[config.mk]
export PLATFORM = sky130hd
export DESIGN_NAME = usbtmc_header_deframer_unit
export DESIGN_NICKNAME = d
export VERILOG_FILES = /design/src/usbtmc_hdr_pkg.sv /design/src/usbtmc_hdr_in_reg.sv /design/src/usbtmc_hdr_parse.sv /design/src/usbtmc_hdr_out_reg.sv /design/src/usbtmc_header_deframer_unit.sv
export VERILOG_INCLUDE_DIRS = /design/src /design/src/src
export SDC_FILE = /design/constraint.sdc
export NUM_CORES = 1
export LEC_CHECK = 0
export ABC_AREA = 0
export ABC_CLOCK_PERIOD_IN_PS = 10950
export BUFFER_PORTS_ARGS = -buffer_cell sky130_fd_sc_hd__buf_4
export CORE_MARGIN = 5
export CORE_UTILIZATION = 50
export DETAILED_ROUTE_END_ITERATION = 8
export PLACE_DENSITY = 0.73
export RECOVER_POWER = 50
export SYNTH_ARGS = -nofsm -noshare
export SYNTH_HDL_FRONTEND = slang
export SYNTH_SLANG_ARGS = --single-unit
export TNS_END_PERCENT = 5
[constraint.sdc]
create_clock -name clk -period 10.95 [get_ports clk]
set_input_delay 1.095 -clock clk [delete_from_list [all_inputs] [get_ports clk]]
set_output_delay 1.095 -clock clk [all_outputs]
set_load 0.02 [all_outputs]
[src/usbtmc_header_deframer_unit_defines.svh]
// assertion macros used by the deframer top level
`ifndef USBTMC_HEADER_DEFRAMER_UNIT_DEFINES_SVH
`define USBTMC_HEADER_DEFRAMER_UNIT_DEFINES_SVH

`ifndef ASSERT_OFF

// property checked on every clock edge outside reset
`define UHD_ASSERT(lbl, clk, rst, prop, msg) \
  lbl: assert property (@(posedge clk) disable iff (rst) prop) else $error(msg);

// property checked on every clock edge, reset included
`define UHD_ASSERT_ALWAYS(lbl, clk, prop, msg) \
  lbl: assert property (@(posedge clk) prop) else $error(msg);

`else

`define UHD_ASSERT(lbl, clk, rst, prop, msg)
`define UHD_ASSERT_ALWAYS(lbl, clk, prop, msg)

`endif

`endif

[src/usbtmc_hdr_pkg.sv]
// types and constants of the usbtmc bulk-in header deframer
package usbtmc_hdr_pkg;

  localparam int COUNT_W = 17;
  localparam int SIZE_W  = 32;

  // frame header layout
  localparam logic [COUNT_W-1:0] HEADER_BYTES  = 17'd12;
  localparam logic [COUNT_W-1:0] IDX_MSG_ID    = 17'd0;
  localparam logic [COUNT_W-1:0] IDX_TAG       = 17'd1;
  localparam logic [COUNT_W-1:0] IDX_TAG_INV   = 17'd2;
  localparam logic [COUNT_W-1:0] IDX_SIZE_B0   = 17'd4;
  localparam logic [COUNT_W-1:0] IDX_SIZE_B1   = 17'd5;
  localparam logic [COUNT_W-1:0] IDX_SIZE_B2   = 17'd6;
  localparam logic [COUNT_W-1:0] IDX_SIZE_B3   = 17'd7;
  localparam logic [COUNT_W-1:0] IDX_ATTR      = 17'd8;
  localparam logic [COUNT_W-1:0] IDX_HDR_LAST  = 17'd11;

  localparam logic [7:0] MSG_DEV_DEP_IN = 8'h02;
  localparam logic [7:0] EOM_MASK       = 8'h01;

  localparam logic [COUNT_W-1:0] CAPACITY_RESET = 17'd4096;

  // command codes
  localparam logic CMD_DATA  = 1'b0;
  localparam logic CMD_CLEAR = 1'b1;

  typedef struct packed {
    logic       cmd;
    logic [7:0] data_byte;
  } in_item_t;

  typedef struct packed {
    logic              accepted;
    logic              payload_valid;
    logic [7:0]        payload_byte;
    logic              payload_last;
    logic              frame_done;
    logic [7:0]        msg_id;
    logic [7:0]        tag;
    logic              tag_mismatch;
    logic [SIZE_W-1:0] transfer_size;
    logic              eom;
    logic              unsupported_msg;
    logic              overflow;
  } out_item_t;

  // registered input item handed to the parser
  typedef struct packed {
    logic     valid;
    in_item_t item;
  } stage_t;

endpackage

[src/usbtmc_hdr_in_reg.sv]
// input register stage with stall generation
module usbtmc_hdr_in_reg (
  input  logic                     clk,
  input  logic                     rst,
  input  logic                     in_valid,
  output logic                     in_stall,
  input  usbtmc_hdr_pkg::in_item_t in_data,
  input  logic                     take,
  output usbtmc_hdr_pkg::stage_t   stage
);
  import usbtmc_hdr_pkg::*;

  logic     valid;
  in_item_t item;

  // stalled only while holding an item that cannot move on
  assign in_stall = valid && !take;

  always_ff @(posedge clk) begin
    if (rst) begin
      valid <= 1'b0;
    end else if (!in_stall) begin
      valid <= in_valid;
    end
  end

  // payload capture on transfer
  always_ff @(posedge clk) begin
    if (in_valid && !in_stall) begin
      item <= in_data;
    end
  end

  assign stage.valid = valid;
  assign stage.item  = item;

endmodule

[src/usbtmc_hdr_parse.sv]
// frame state and header parsing logic
module usbtmc_hdr_parse (
  input  logic                      clk,
  input  logic                      rst,
  input  logic                      cfg_valid,
  input  logic [16:0]               cfg_data,
  input  usbtmc_hdr_pkg::stage_t    stage,
  input  logic                      take,
  output usbtmc_hdr_pkg::out_item_t result
);
  import usbtmc_hdr_pkg::*;

  logic [COUNT_W-1:0] capacity_bytes;
  logic [COUNT_W-1:0] byte_count, byte_count_next;
  logic [7:0]         header_id, header_id_next;
  logic [7:0]         header_tag, header_tag_next;
  logic [7:0]         header_tag_inv, header_tag_inv_next;
  logic [SIZE_W-1:0]  size_field, size_field_next;
  logic               eom_flag, eom_flag_next;
  logic               done_flag, done_flag_next;
  logic               attr_bit, attr_bit_next;

  logic               advance;
  logic               header_done;
  logic [SIZE_W:0]    frame_end;
  logic [SIZE_W:0]    idx_ext;
  logic [7:0]         b;

  assign advance = stage.valid && take;
  assign b       = stage.item.data_byte;
  assign idx_ext = {{(SIZE_W + 1 - COUNT_W){1'b0}}, byte_count};

  // next state and result for the item in the input register
  always_comb begin
    byte_count_next     = byte_count;
    header_id_next      = header_id;
    header_tag_next     = header_tag;
    header_tag_inv_next = header_tag_inv;
    size_field_next     = size_field;
    eom_flag_next       = eom_flag;
    done_flag_next      = done_flag;
    attr_bit_next       = attr_bit;
    result              = '0;
    frame_end           = '0;

    if (stage.item.cmd == CMD_CLEAR) begin
      byte_count_next     = '0;
      header_id_next      = '0;
      header_tag_next     = '0;
      header_tag_inv_next = '0;
      size_field_next     = '0;
      eom_flag_next       = 1'b1;
      done_flag_next      = 1'b0;
      attr_bit_next       = 1'b0;
    end else if (byte_count >= capacity_bytes) begin
      result.overflow = 1'b1;
    end else begin
      result.accepted = 1'b1;
      byte_count_next = byte_count + 17'd1;

      // header field capture by byte position
      unique case (byte_count)
        IDX_MSG_ID:  header_id_next           = b;
        IDX_TAG:     header_tag_next          = b;
        IDX_TAG_INV: header_tag_inv_next      = b;
        IDX_SIZE_B0: size_field_next[7:0]     = b;
        IDX_SIZE_B1: size_field_next[15:8]    = b;
        IDX_SIZE_B2: size_field_next[23:16]   = b;
        IDX_SIZE_B3: size_field_next[31:24]   = b;
        IDX_ATTR:    attr_bit_next            = |(b & EOM_MASK);
        default:     ;
      endcase

      if (byte_count == IDX_HDR_LAST && header_id == MSG_DEV_DEP_IN) begin
        eom_flag_next = attr_bit;
      end

      // payload window and frame end
      frame_end = {{(SIZE_W + 1 - COUNT_W){1'b0}}, HEADER_BYTES} + {1'b0, size_field_next};
      if (byte_count_next >= HEADER_BYTES) begin
        if (byte_count >= HEADER_BYTES && idx_ext < frame_end) begin
          result.payload_valid = 1'b1;
          result.payload_byte  = b;
          result.payload_last  = (idx_ext + 33'd1) == frame_end;
        end
        if ({{(SIZE_W + 1 - COUNT_W){1'b0}}, byte_count_next} >= frame_end) begin
          done_flag_next = 1'b1;
        end
      end
    end

    // status seen after this item
    header_done            = byte_count_next >= HEADER_BYTES;
    result.frame_done      = done_flag_next;
    result.msg_id          = header_id_next;
    result.tag             = header_tag_next;
    result.tag_mismatch    = header_done && (header_tag_inv_next != ~header_tag_next);
    result.transfer_size   = size_field_next;
    result.eom             = eom_flag_next;
    result.unsupported_msg = header_done && (header_id_next != MSG_DEV_DEP_IN);
  end

  // frame state registers
  always_ff @(posedge clk) begin
    if (rst) begin
      byte_count     <= '0;
      header_id      <= '0;
      header_tag     <= '0;
      header_tag_inv <= '0;
      size_field     <= '0;
      eom_flag       <= 1'b1;
      done_flag      <= 1'b0;
      attr_bit       <= 1'b0;
    end else if (advance) begin
      byte_count     <= byte_count_next;
      header_id      <= header_id_next;
      header_tag     <= header_tag_next;
      header_tag_inv <= header_tag_inv_next;
      size_field     <= size_field_next;
      eom_flag       <= eom_flag_next;
      done_flag      <= done_flag_next;
      attr_bit       <= attr_bit_next;
    end
  end

  // capacity register
  always_ff @(posedge clk) begin
    if (rst) begin
      capacity_bytes <= CAPACITY_RESET;
    end else if (cfg_valid) begin
      capacity_bytes <= cfg_data;
    end
  end

endmodule

[src/usbtmc_hdr_out_reg.sv]
// result register toward the downstream channel
module usbtmc_hdr_out_reg (
  input  logic                      clk,
  input  logic                      rst,
  input  logic                      load_valid,
  input  usbtmc_hdr_pkg::out_item_t load_data,
  output logic                      take,
  output logic                      out_valid,
  input  logic                      out_stall,
  output usbtmc_hdr_pkg::out_item_t out_data
);
  import usbtmc_hdr_pkg::*;

  // room when empty or when the held result leaves this cycle
  assign take = !out_valid || !out_stall;

  always_ff @(posedge clk) begin
    if (rst) begin
      out_valid <= 1'b0;
    end else if (take) begin
      out_valid <= load_valid;
    end
  end

  always_ff @(posedge clk) begin
    if (take && load_valid) begin
      out_data <= load_data;
    end
  end

endmodule

[src/usbtmc_header_deframer_unit.sv]
// top level of the usbtmc bulk-in header deframer
//
// Input channel: in_valid, in_stall, in_data (cmd, data_byte). A byte or a
// clear command transfers on a clock edge with in_valid high and in_stall low.
// Output channel: out_valid, out_stall, out_data; one result per input item,
// in order, transferred on an edge with out_valid high and out_stall low.
// Config channel: cfg_valid, cfg_ready (always high), cfg_data writes the
// 17-bit frame capacity; write it only while no item is in flight.
// An input transfer passes the input register, then the result register,
// before out_valid rises. Throughput is one item per cycle while out_stall
// is low, with the parse combinational between the two registers, since the
// frame state for the next byte is ready right after the current one.
// When out_stall is high and a result is held, the input register keeps its
// item and in_stall rises; once a slot frees, flow resumes with nothing lost.
// Reset (rst, synchronous) empties both registers, clears the frame state
// (eom reads 1) and sets the capacity to 4096 bytes.
module usbtmc_header_deframer_unit (
  input  logic                      clk,
  input  logic                      rst,
  input  logic                      in_valid,
  output logic                      in_stall,
  input  usbtmc_hdr_pkg::in_item_t  in_data,
  output logic                      out_valid,
  input  logic                      out_stall,
  output usbtmc_hdr_pkg::out_item_t out_data,
  input  logic                      cfg_valid,
  output logic                      cfg_ready,
  input  logic [16:0]               cfg_data
);
  import usbtmc_hdr_pkg::*;

`include "usbtmc_header_deframer_unit_defines.svh"

  stage_t    stage;
  out_item_t result;
  logic      take;

  assign cfg_ready = 1'b1;

  usbtmc_hdr_in_reg u_in_reg (
    .clk      (clk),
    .rst      (rst),
    .in_valid (in_valid),
    .in_stall (in_stall),
    .in_data  (in_data),
    .take     (take),
    .stage    (stage)
  );

  usbtmc_hdr_parse u_parse (
    .clk       (clk),
    .rst       (rst),
    .cfg_valid (cfg_valid && cfg_ready),
    .cfg_data  (cfg_data),
    .stage     (stage),
    .take      (take),
    .result    (result)
  );

  usbtmc_hdr_out_reg u_out_reg (
    .clk        (clk),
    .rst        (rst),
    .load_valid (stage.valid),
    .load_data  (result),
    .take       (take),
    .out_valid  (out_valid),
    .out_stall  (out_stall),
    .out_data   (out_data)
  );

  // refused byte is never counted as stored
  `UHD_ASSERT(a_ovf_not_acc, clk, rst, out_valid |-> !(out_data.overflow && out_data.accepted), "overflow result also marked accepted")
  // last mark only on a payload byte, payload only from a stored byte, and frame_done matching the last mark
  `UHD_ASSERT(a_last_is_payload, clk, rst, (out_valid && out_data.payload_last) |-> out_data.payload_valid, "payload_last without payload_valid")
  `UHD_ASSERT(a_payload_acc, clk, rst, (out_valid && out_data.payload_valid) |-> (out_data.accepted && out_data.frame_done == out_data.payload_last), "payload byte not stored or frame_done out of step")
  // a held item with room downstream must move on
  `UHD_ASSERT(a_no_false_stall, clk, rst, (!out_valid && stage.valid) |-> !in_stall, "input stalled with empty result register")

endmodule

==> results.md, run 1 <==
- Via density: about 6.0
- ANT cells: 0
- Worst-Skew Late Latency: about 0.44 ns
- Io pins: approximately 100
- Initial Utilization: between 50% and 60%
- Port Buffers: 96
- Flops & latches, synth: 168
- Vert. Die Dim: between 150 and 200 um
- Remaining global-route overflow: 0
- Via count: roughly 8800
- Clock sink count: roughly 170
- Post-route ant nets: 0
- Sum Neg Setup Slack: 0 ns
- Hold buffers post-CTS: 0
- Synth cell types: 71
- Post-CTS Setup Bufs: 0
- Full die area: about 23000 um2
- Leakage: between 4 and 5 nW
- Slew headroom: -188%
- Post-Syn Instances: ~1100
- Clock-pin slew on the worst setup and hold paths: ~0.070 ns
- Initial DRC count: 915
- Gr usage total: about a quarter
- Critical Path Start: out_stall
- Hpwl dp: ~19000 um
- Hold WC Path Type: reg -> reg
- Outcome: finished, violations left
- Synth Flop Type: dfxtp_1
- P&R area growth vs syn: 12.3%
- EDFF count, synth: 73
- Vias in the first global route: ~8200
- Top post-synthesis cells by area: edfxtp_1 22%, dfxtp_1 19%, mux2i_1 7.2%, ha_1 6.9%, nor2_1 6.9%
- Critical Path RT: 11.07 ns
- Crit path to: u_parse.attr_bit
- Final wirelength: about 27000 um
- Core Box Area: about 20000 um2
- Fin Clk Skew: between 0.01 and 0.015 ns
- Max Cap Viol: 3
- CTS root buf: clkbuf_16
- Worst R2R Start: u_out_reg.out_valid
- Fill cells: roughly 1800
- Final core utilization: 57.5%
- R2R cell count: 8
- Mapped Area: between 10000 and 15000 um2
- Failing checks: capacitance limit, slew limit
- Initial antenna violation count: 0
- First-pass GRT wire length: 43800 um
- # DRC: 0
- Crit path DAT: 6.94 ns
- Final setup fails: 0
- Die Width: between 150 and 200 um
- Multi-input gate area: between 5000 and 6000 um2
- H-tree depth: 4
- RSZ-0062 raised after global routing: false
- Syn Area/Cell: 8.93 um2
- FF/Latch Area: between 4000 and 5000 um2
- CTS buffer count: 17
- Final hold violations: 0
- Critical path type: in -> reg
- Worst-Margin Slew: about 4.3 ns
- CP Max Fanout: 71
- Startpoint types: primary input
- Final GP Congestion: roughly 0.99
- Reg2reg setup slack: ~4.6 ns
- Period utilization: 62.3%
- Post-CTS resize count: 0
- Ys Warns: 0
- Ratio of cells with drive above 1 in the final layout: slightly below 8%
- Total Nets Final: 1274
- Worst vdd rail ir drop: 0.0933 mV
- Syn_nets: 1208
- 1st-pass router iterations: 6
- Pwr Density: about 120 nW/um2
- Setup crit end kind: register
- Hold_ws: about 0.48 ns
- Asr flop ratio synth: 0%
- CTS tree: built
- Slew Limit Fails: 210
- Fin crit period: between 6 and 7 ns
- Yosys top cell by area: edfxtp_1
- Num rows: just over 50
- Sequential area share after synthesis: between 40 and 50%
- Drt wl/cell: 18.7 um
- FMAX: 0.147 GHz
- Max clock buf depth: 2
- Reg-to-reg endpoint: u_parse.attr_bit
- Largest net degree at the start of global routing: 94
- Post-synth top area share: between 20 and 25%
==> worst max-delay path, cell delays in order <==
cell and delay (ns):
clkbuf_1 0.09, nand2_1 0.07, nand2_1 0.05, clkbuf_1 0.76, inv_1 0.34, clkbuf_1 2.74
o21ai_2 1.18, o21ai_0 0.43, a21oi_1 0.10
==> cell usage after synthesis, drive strengths merged (18+ instances only) <==
master	instances
and3	23
nor3	39
mux2i	72
nand2	73
inv	30
and2	18
nor2	183
edfxtp	73
clkbuf	53
a22oi	59
nand3	36
dfxtp	95
a21oi	61
ha	55
xnor2	31
nand4	19
o21ai	49
==> metal layers <==
layer / global-route usage [%] / vias up / part of all wire (%)
li1: - / 4224 / -
met1: 33.1 / 4164 / 44
met2: 38.7 / 355 / 45
met3: 4.46 / 66 / 7.7
met4: 8.31 / 0 / 2.7
met5: 0 / - / 0
==> placed cells by master, fill, tap and decap left out, types with 23 or more instances in the layout <==
cell,n
mux2i_1,72
ha_1,55
a22oi_1,54
nor2_1,183
a21oi_1,60
nand3_1,34
and3_1,23
edfxtp_1,73
buf_4,34
inv_1,31
dfxtp_1,95
clkbuf_1,71
o21ai_0,43
xnor2_1,31
nor3_1,39
nand2_1,73
==> worst min path at each step <==
stage | to | slack (ns) | start | cells past startpoint
after floorplan | u_parse.eom_flag | 0.44 | u_parse.eom_flag | 2
after global placement | u_parse.eom_flag | 0.45 | u_parse.eom_flag | 2
after detailed placement | u_parse.size_field[1] | 0.47 | u_parse.size_field[1] | 2
after CTS | u_parse.size_field[1] | 0.48 | u_parse.size_field[1] | 2
after global routing | u_parse.size_field[1] | 0.50 | u_parse.size_field[1] | 2
final | u_parse.size_field[1] | 0.48 | u_parse.size_field[1] | 2
==> state kept, by name, summed over array words and instances (netlist names) <==
| name | cells |
|---|---|
| u_in_reg.stage | 9 |
| u_in_reg.valid | 1 |
| u_out_reg.out_data | 64 |
| u_out_reg.out_valid | 1 |
| u_parse.attr_bit | 1 |
| u_parse.byte_count | 17 |
| u_parse.capacity_bytes | 17 |
| u_parse.done_flag | 1 |
| u_parse.eom_flag | 1 |
| u_parse.header_id | 8 |
| u_parse.header_tag | 8 |
| u_parse.header_tag_inv | 8 |
| u_parse.size_field | 32 |
==> cell type report <==
type	count	area share, %
inverters	32	1.07
repair buffers	113	5.20
clock buffers	20	4.16
flip-flops and latches	168	36.4
multi-input cells	856	49.5
clock inverters	12	0.789
well taps	265	2.95
==> logic make-up after synthesis <==
| logic type | synth area share, % |
|---|---|
| DFF | 40.9 |
| other | 0.0374 |
| adders and majority gates | 6.87 |
| xor gates and xnor gates | 4.20 |
| buffers and inverters | 3.80 |
| muxes | 7.19 |
| AOI/OAI and AO/OA | 16.0 |
| and+or+nand+nor | 21.1 |
==> through the flow <==
stage	worst slack (ns)	total power, W	cells	area (um2)
after floorplan	6.88	0.000769	1122	10000
after global placement	6.03	0.000817	1434	11000
after global routing	3.53	0.00143	1466	11300
final	4.13	0.00138	1466	11300
after CTS	5.80	0.00140	1466	11500
after detailed placement	5.84	0.000818	1434	11000
==> where the power goes <==
| group | switching, W | total (W) | leakage, nW | internal, W |
|---|---|---|---|---|
| combinational | 0.0000839 | 0.000118 | 2.80 | 0.0000344 |
| clock | 0.000270 | 0.000583 | 0.272 | 0.000313 |
| sequential | 0.00000867 | 0.000680 | 1.47 | 0.000672 |
| total | 0.000362 | 0.00138 | 4.55 | 0.00102 |
Power figures use the tool's default switching activity.
==> run 2: changes to the inputs <==
--- a/config.mk
+++ b/config.mk
@@ -6,8 +6,8 @@
 export SDC_FILE = /design/constraint.sdc
 export NUM_CORES = 1
 export LEC_CHECK = 0
-export ABC_AREA = 0
-export ABC_CLOCK_PERIOD_IN_PS = 10950
+export ABC_AREA = 1
+export ABC_CLOCK_PERIOD_IN_PS = 6600
 export BUFFER_PORTS_ARGS = -buffer_cell sky130_fd_sc_hd__buf_4
 export CORE_MARGIN = 5
 export CORE_UTILIZATION = 50
==> constraint.sdc (replaced) <==
create_clock -name clk -period 6.6 [get_ports clk]
set_input_delay 0.66 -clock clk [delete_from_list [all_inputs] [get_ports clk]]
set_output_delay 0.66 -clock clk [all_outputs]
set_load 0.02 [all_outputs]
==> run 2 against run 1 <==
  * The run still ends with capacitance limit, slew limit left
  * Total power rose by 89%
  * Synthesized cell count grew 25%
  * Die area grew 0.73%
  * Cell area rose by 0.50%
  * First-iteration DRC count down 10%
  * Sequential share of layout area fell by 0.18 points
  * Clock-buffer cell count fell by 3
  * Critical endpoint is now u_parse.done_flag
  * Highest routed layer unchanged
==> results.md, run 2 <==
- Slew Limit Fails: 263 (+25%)
- CTS buffer count: 17 (unchanged)
- Clock sink count: 168 (unchanged)
- Worst-Skew Late Latency: 0.44 ns (about the same)
- Post-route ant nets: 0 (unchanged)
- Post-CTS Setup Bufs: 0 (unchanged)
- CP Max Fanout: 94 (+32%)
- Post-Synth Simple-Gate Area: 28.1% (+7.1 points)
- RSZ-0062 raised after global routing: false
- Max Cap Viol: 4 (+1)
- Drt wl/cell: 16.2 um (-13%)
- Clock-pin slew on the worst setup and hold paths: 0.07 ns (about the same)
- Most flops, register: u_out_reg.out_data
- Worst path top cell family by delay: buffers and inverters
- Vert. Die Dim: 152 um (+0.37%)
- Synth Flop Type: dfxtp_1
- Ys Warns: 0 (unchanged)
- Largest net degree at the start of global routing: 95 (+1.1%)
- Initial antenna violation count: 0 (unchanged)
- Flops & latches, synth: 168 (unchanged)
- Outcome: finished, violations left
- P&R area growth vs syn: 12.0%
- Cell count after placement: 1723 (+20%)
- Post-CTS resize count: 0 (unchanged)
- Largest stage delay, worst path: 2.10 ns (-0.64 ns)
- Main combinational cell family by area after synthesis: simple AND/OR/NAND/NOR gates
- Post-Syn Instances: 1402 (+25%)
- Number of standard cells in the final layout excluding fillers: 1755 (+20%)
- Via density: 5.39 (-10%)
- Cell chain of the critical path: buf_4 -> nand2_1 -> inv_1 -> nor2_4 -> clkbuf_1 -> clkbuf_2 -> o21ai_0 -> a21oi_2
- Vias in the first global route: 8932 (+8.7%)
- Post-route setup slack: 1.55 ns (-2.58 ns)
- Port Buffers: 96 (unchanged)
- Yosys top cell by area: edfxtp_1
- Syn_nets: 1488 (+23%)
- # DRC: 0 (unchanged)
- Worst-Margin Slew: 3.00 ns (-1.32 ns)
- Core Box Area: 20000 um2 (+2.3%)
- Most common cell after layout, fill and taps aside: nand2_1
- Area after DPL: 11000 um2 (+0.21%)
- Worst vdd rail ir drop: 0.175 mV (+87%)
- CTS tree: built
- Full die area: 23100 um2 (+0.73%)
- Synth Area in Adders: 6.82% (-0.054 points)
- Most frequent cells in the layout: 412 x nand2_1, 170 x inv_1, 114 x o21ai_0
- Fill cells: 1988 (+8.5%)
- Critical Path RT: 6.94 ns (-4.13 ns)
- Sequential area share after synthesis: 40.5% (-0.32 points)
- Sum Neg Setup Slack: 0 ns (unchanged)
- Gr usage total: 24.4% (+0.20 points)
- Die Width: 152 um (+0.37%)
- H-tree depth: 4 (unchanged)
- Post-synth top cells: 412 x nand2_1, 170 x inv_1, 114 x o21ai_0
- Period utilization: between 70 and 80%
- XOR/XNOR Fraction of Synth Area: 1.73% (-2.5 points)
- Finished Cell Area: 11300 um2 (+0.50%)
- Initial Utilization: 50.4% (-0.75 points)
- Worst Path Buf+Inv: 4 (unchanged)
- Final core utilization: 56.4% (-1.0 points)
- Remaining global-route overflow: 0 (unchanged)
- 1st-pass router iterations: 5 (-1)
- Io pins: 98 (unchanged)
- Final GP Congestion: 0.956 (-3.2%)
- Hold WC Path Type: in -> reg
- Regs by FF count: u_out_reg.out_data: 64 flops, u_parse.size_field: 32 flops
- Hold buffers post-CTS: 0 (unchanged)
- Final setup fails: 0 (unchanged)
- Fin Clk Skew: 0.0132 ns (+0.00181 ns)
- Max reg flops: 64 (unchanged)
- First-pass GRT wire length: 46100 um (+5.2%)
- Ratio of cells with drive above 1 in the final layout: 6.46% (-1.3 points)
- Pwr Density: 231 nW/um2 (+88%)
- CTS root buf: clkbuf_16
- Mux cell area share after synthesis: 0% (-7.2 points)
- Slew headroom: -100% (+88 points)
- Num rows: 52 (+2.0%)
- Asr flop ratio synth: 0% (unchanged)
- Cell with the most instances after synthesis: nand2_1
- Max clock buf depth: 2 (unchanged)
- Fin crit period: about 5 ns
- ANT cells: 0 (unchanged)
- Startpoint types: primary input
- Hpwl dp: 20800 um (+10%)
- Final wirelength: 28500 um (+4.1%)
- Initial DRC count: 823 (-10%)
- Via count: 9461 (+7.4%)
- Post-synth top area share: 21.7% (-0.17 points)
- FMAX: between 0.15 and 0.2 GHz
- Place WS: 2.24 ns (-3.60 ns)
- Crit path DAT: 5.39 ns (-1.55 ns)
- CP max stage cell: clkbuf_1
- EDFF count, synth: 73 (unchanged)
- Synth cell types: 43 (-39%)
- Syn Area/Cell: 7.20 um2 (-19%)
- Synth Area in Compound Gates: 14.0% (-1.9 points)
- Setup crit end kind: register
- Total Nets Final: 1558 (+22%)
- Mapped Area: 10100 um2 (+0.79%)
- Final hold violations: 0 (unchanged)
- Top post-synthesis cells by area: edfxtp_1 22%, dfxtp_1 19%, nand2_1 15%, ha_1 6.8%, inv_1 6.3%
- Leakage: 4.90 nW (+7.8%)
- Failing checks: capacitance limit, slew limit
- Critical path type: in -> reg
[run 2: cell types whose count changed after synthesis, sizes merged, moves of 23 or more]
| cell | previous run | this run |
|---|---|---|
| nand3 | 36 | 72 |
| nor2 | 183 | 122 |
| mux2i | 72 | 0 |
| and3 | 23 | 0 |
| a21oi | 61 | 106 |
| inv | 30 | 173 |
| a22oi | 59 | 11 |
| nand2 | 73 | 421 |
| o21ai | 49 | 118 |
| xnor2 | 31 | 4 |
[run 2: worst paths after layout]
kind	from	to	slack, ns	depth (start not counted)
worst min register to register	u_parse.capacity_bytes[3]	u_parse.capacity_bytes[3]	0.46	2
worst min-delay path	in_data[3]	u_in_reg.stage[3]	0.41	1
worst max register to register	u_out_reg.out_valid	u_parse.done_flag	1.56	7
worst max-delay path	out_stall	u_parse.done_flag	1.55	8
[run 2: power breakdown]
part,switching [W],internal (W),leakage (nW),total (W)
Combinational,0.000288,0.000122,3.13,0.000410
Sequential,0.0000397,0.00114,1.49,0.00118
Clock,0.000458,0.000566,0.284,0.00102
[run 2: final cells by class]
class,instances,area [um2],area share (%)
Tap cell,270,338,2.99
Sequential cell,168,4090,36.2
Clock inverter,15,168,1.48
Inverter,174,653,5.77
Multi-Input combinational cell,1009,5130,45.4
Timing Repair Buffer,102,500,4.42
Clock buffer,17,425,3.76
[run 2: per-layer routing]
layer	track usage, %	wire length (um)	vias to the layer above
li1	-	-	4757
met1	31.6	12500	4351
met3	4.41	1740	45
met5	0	0	-
met2	41.3	13400	308
met4	8.22	771	0
[run 2: through the flow]
stage / hold WS [ns] / power (W)
6_report: 0.415 / 0.00261
5_1_grt: 0.402 / 0.00273
4_1_cts: 0.389 / 0.00264
3_5_place_dp: 0.451 / 0.00163
3_3_place_gp: 0.441 / 0.00162
2_1_floorplan: 0.425 / 0.00149
[run 2: cells by family after synthesis]
| family | after synthesis |
|---|---|
| buffers and inverters | 225 |
| adders and majority gates | 55 |
| AOI/OAI and AO/OA | 262 |
| and+or+nand+nor | 671 |
| DFF | 168 |
| other | 1 |
| xor gates and xnor gates | 20 |
[run 2: worst register-to-register path: stages, from the launching register on]
cell,delay [ns]
dfxtp_1,0.32
nand2_1,0.09
inv_1,0.07
nor2_4,0.07
clkbuf_1,2.10
clkbuf_2,1.74
o21ai_0,0.34
a21oi_2,0.22
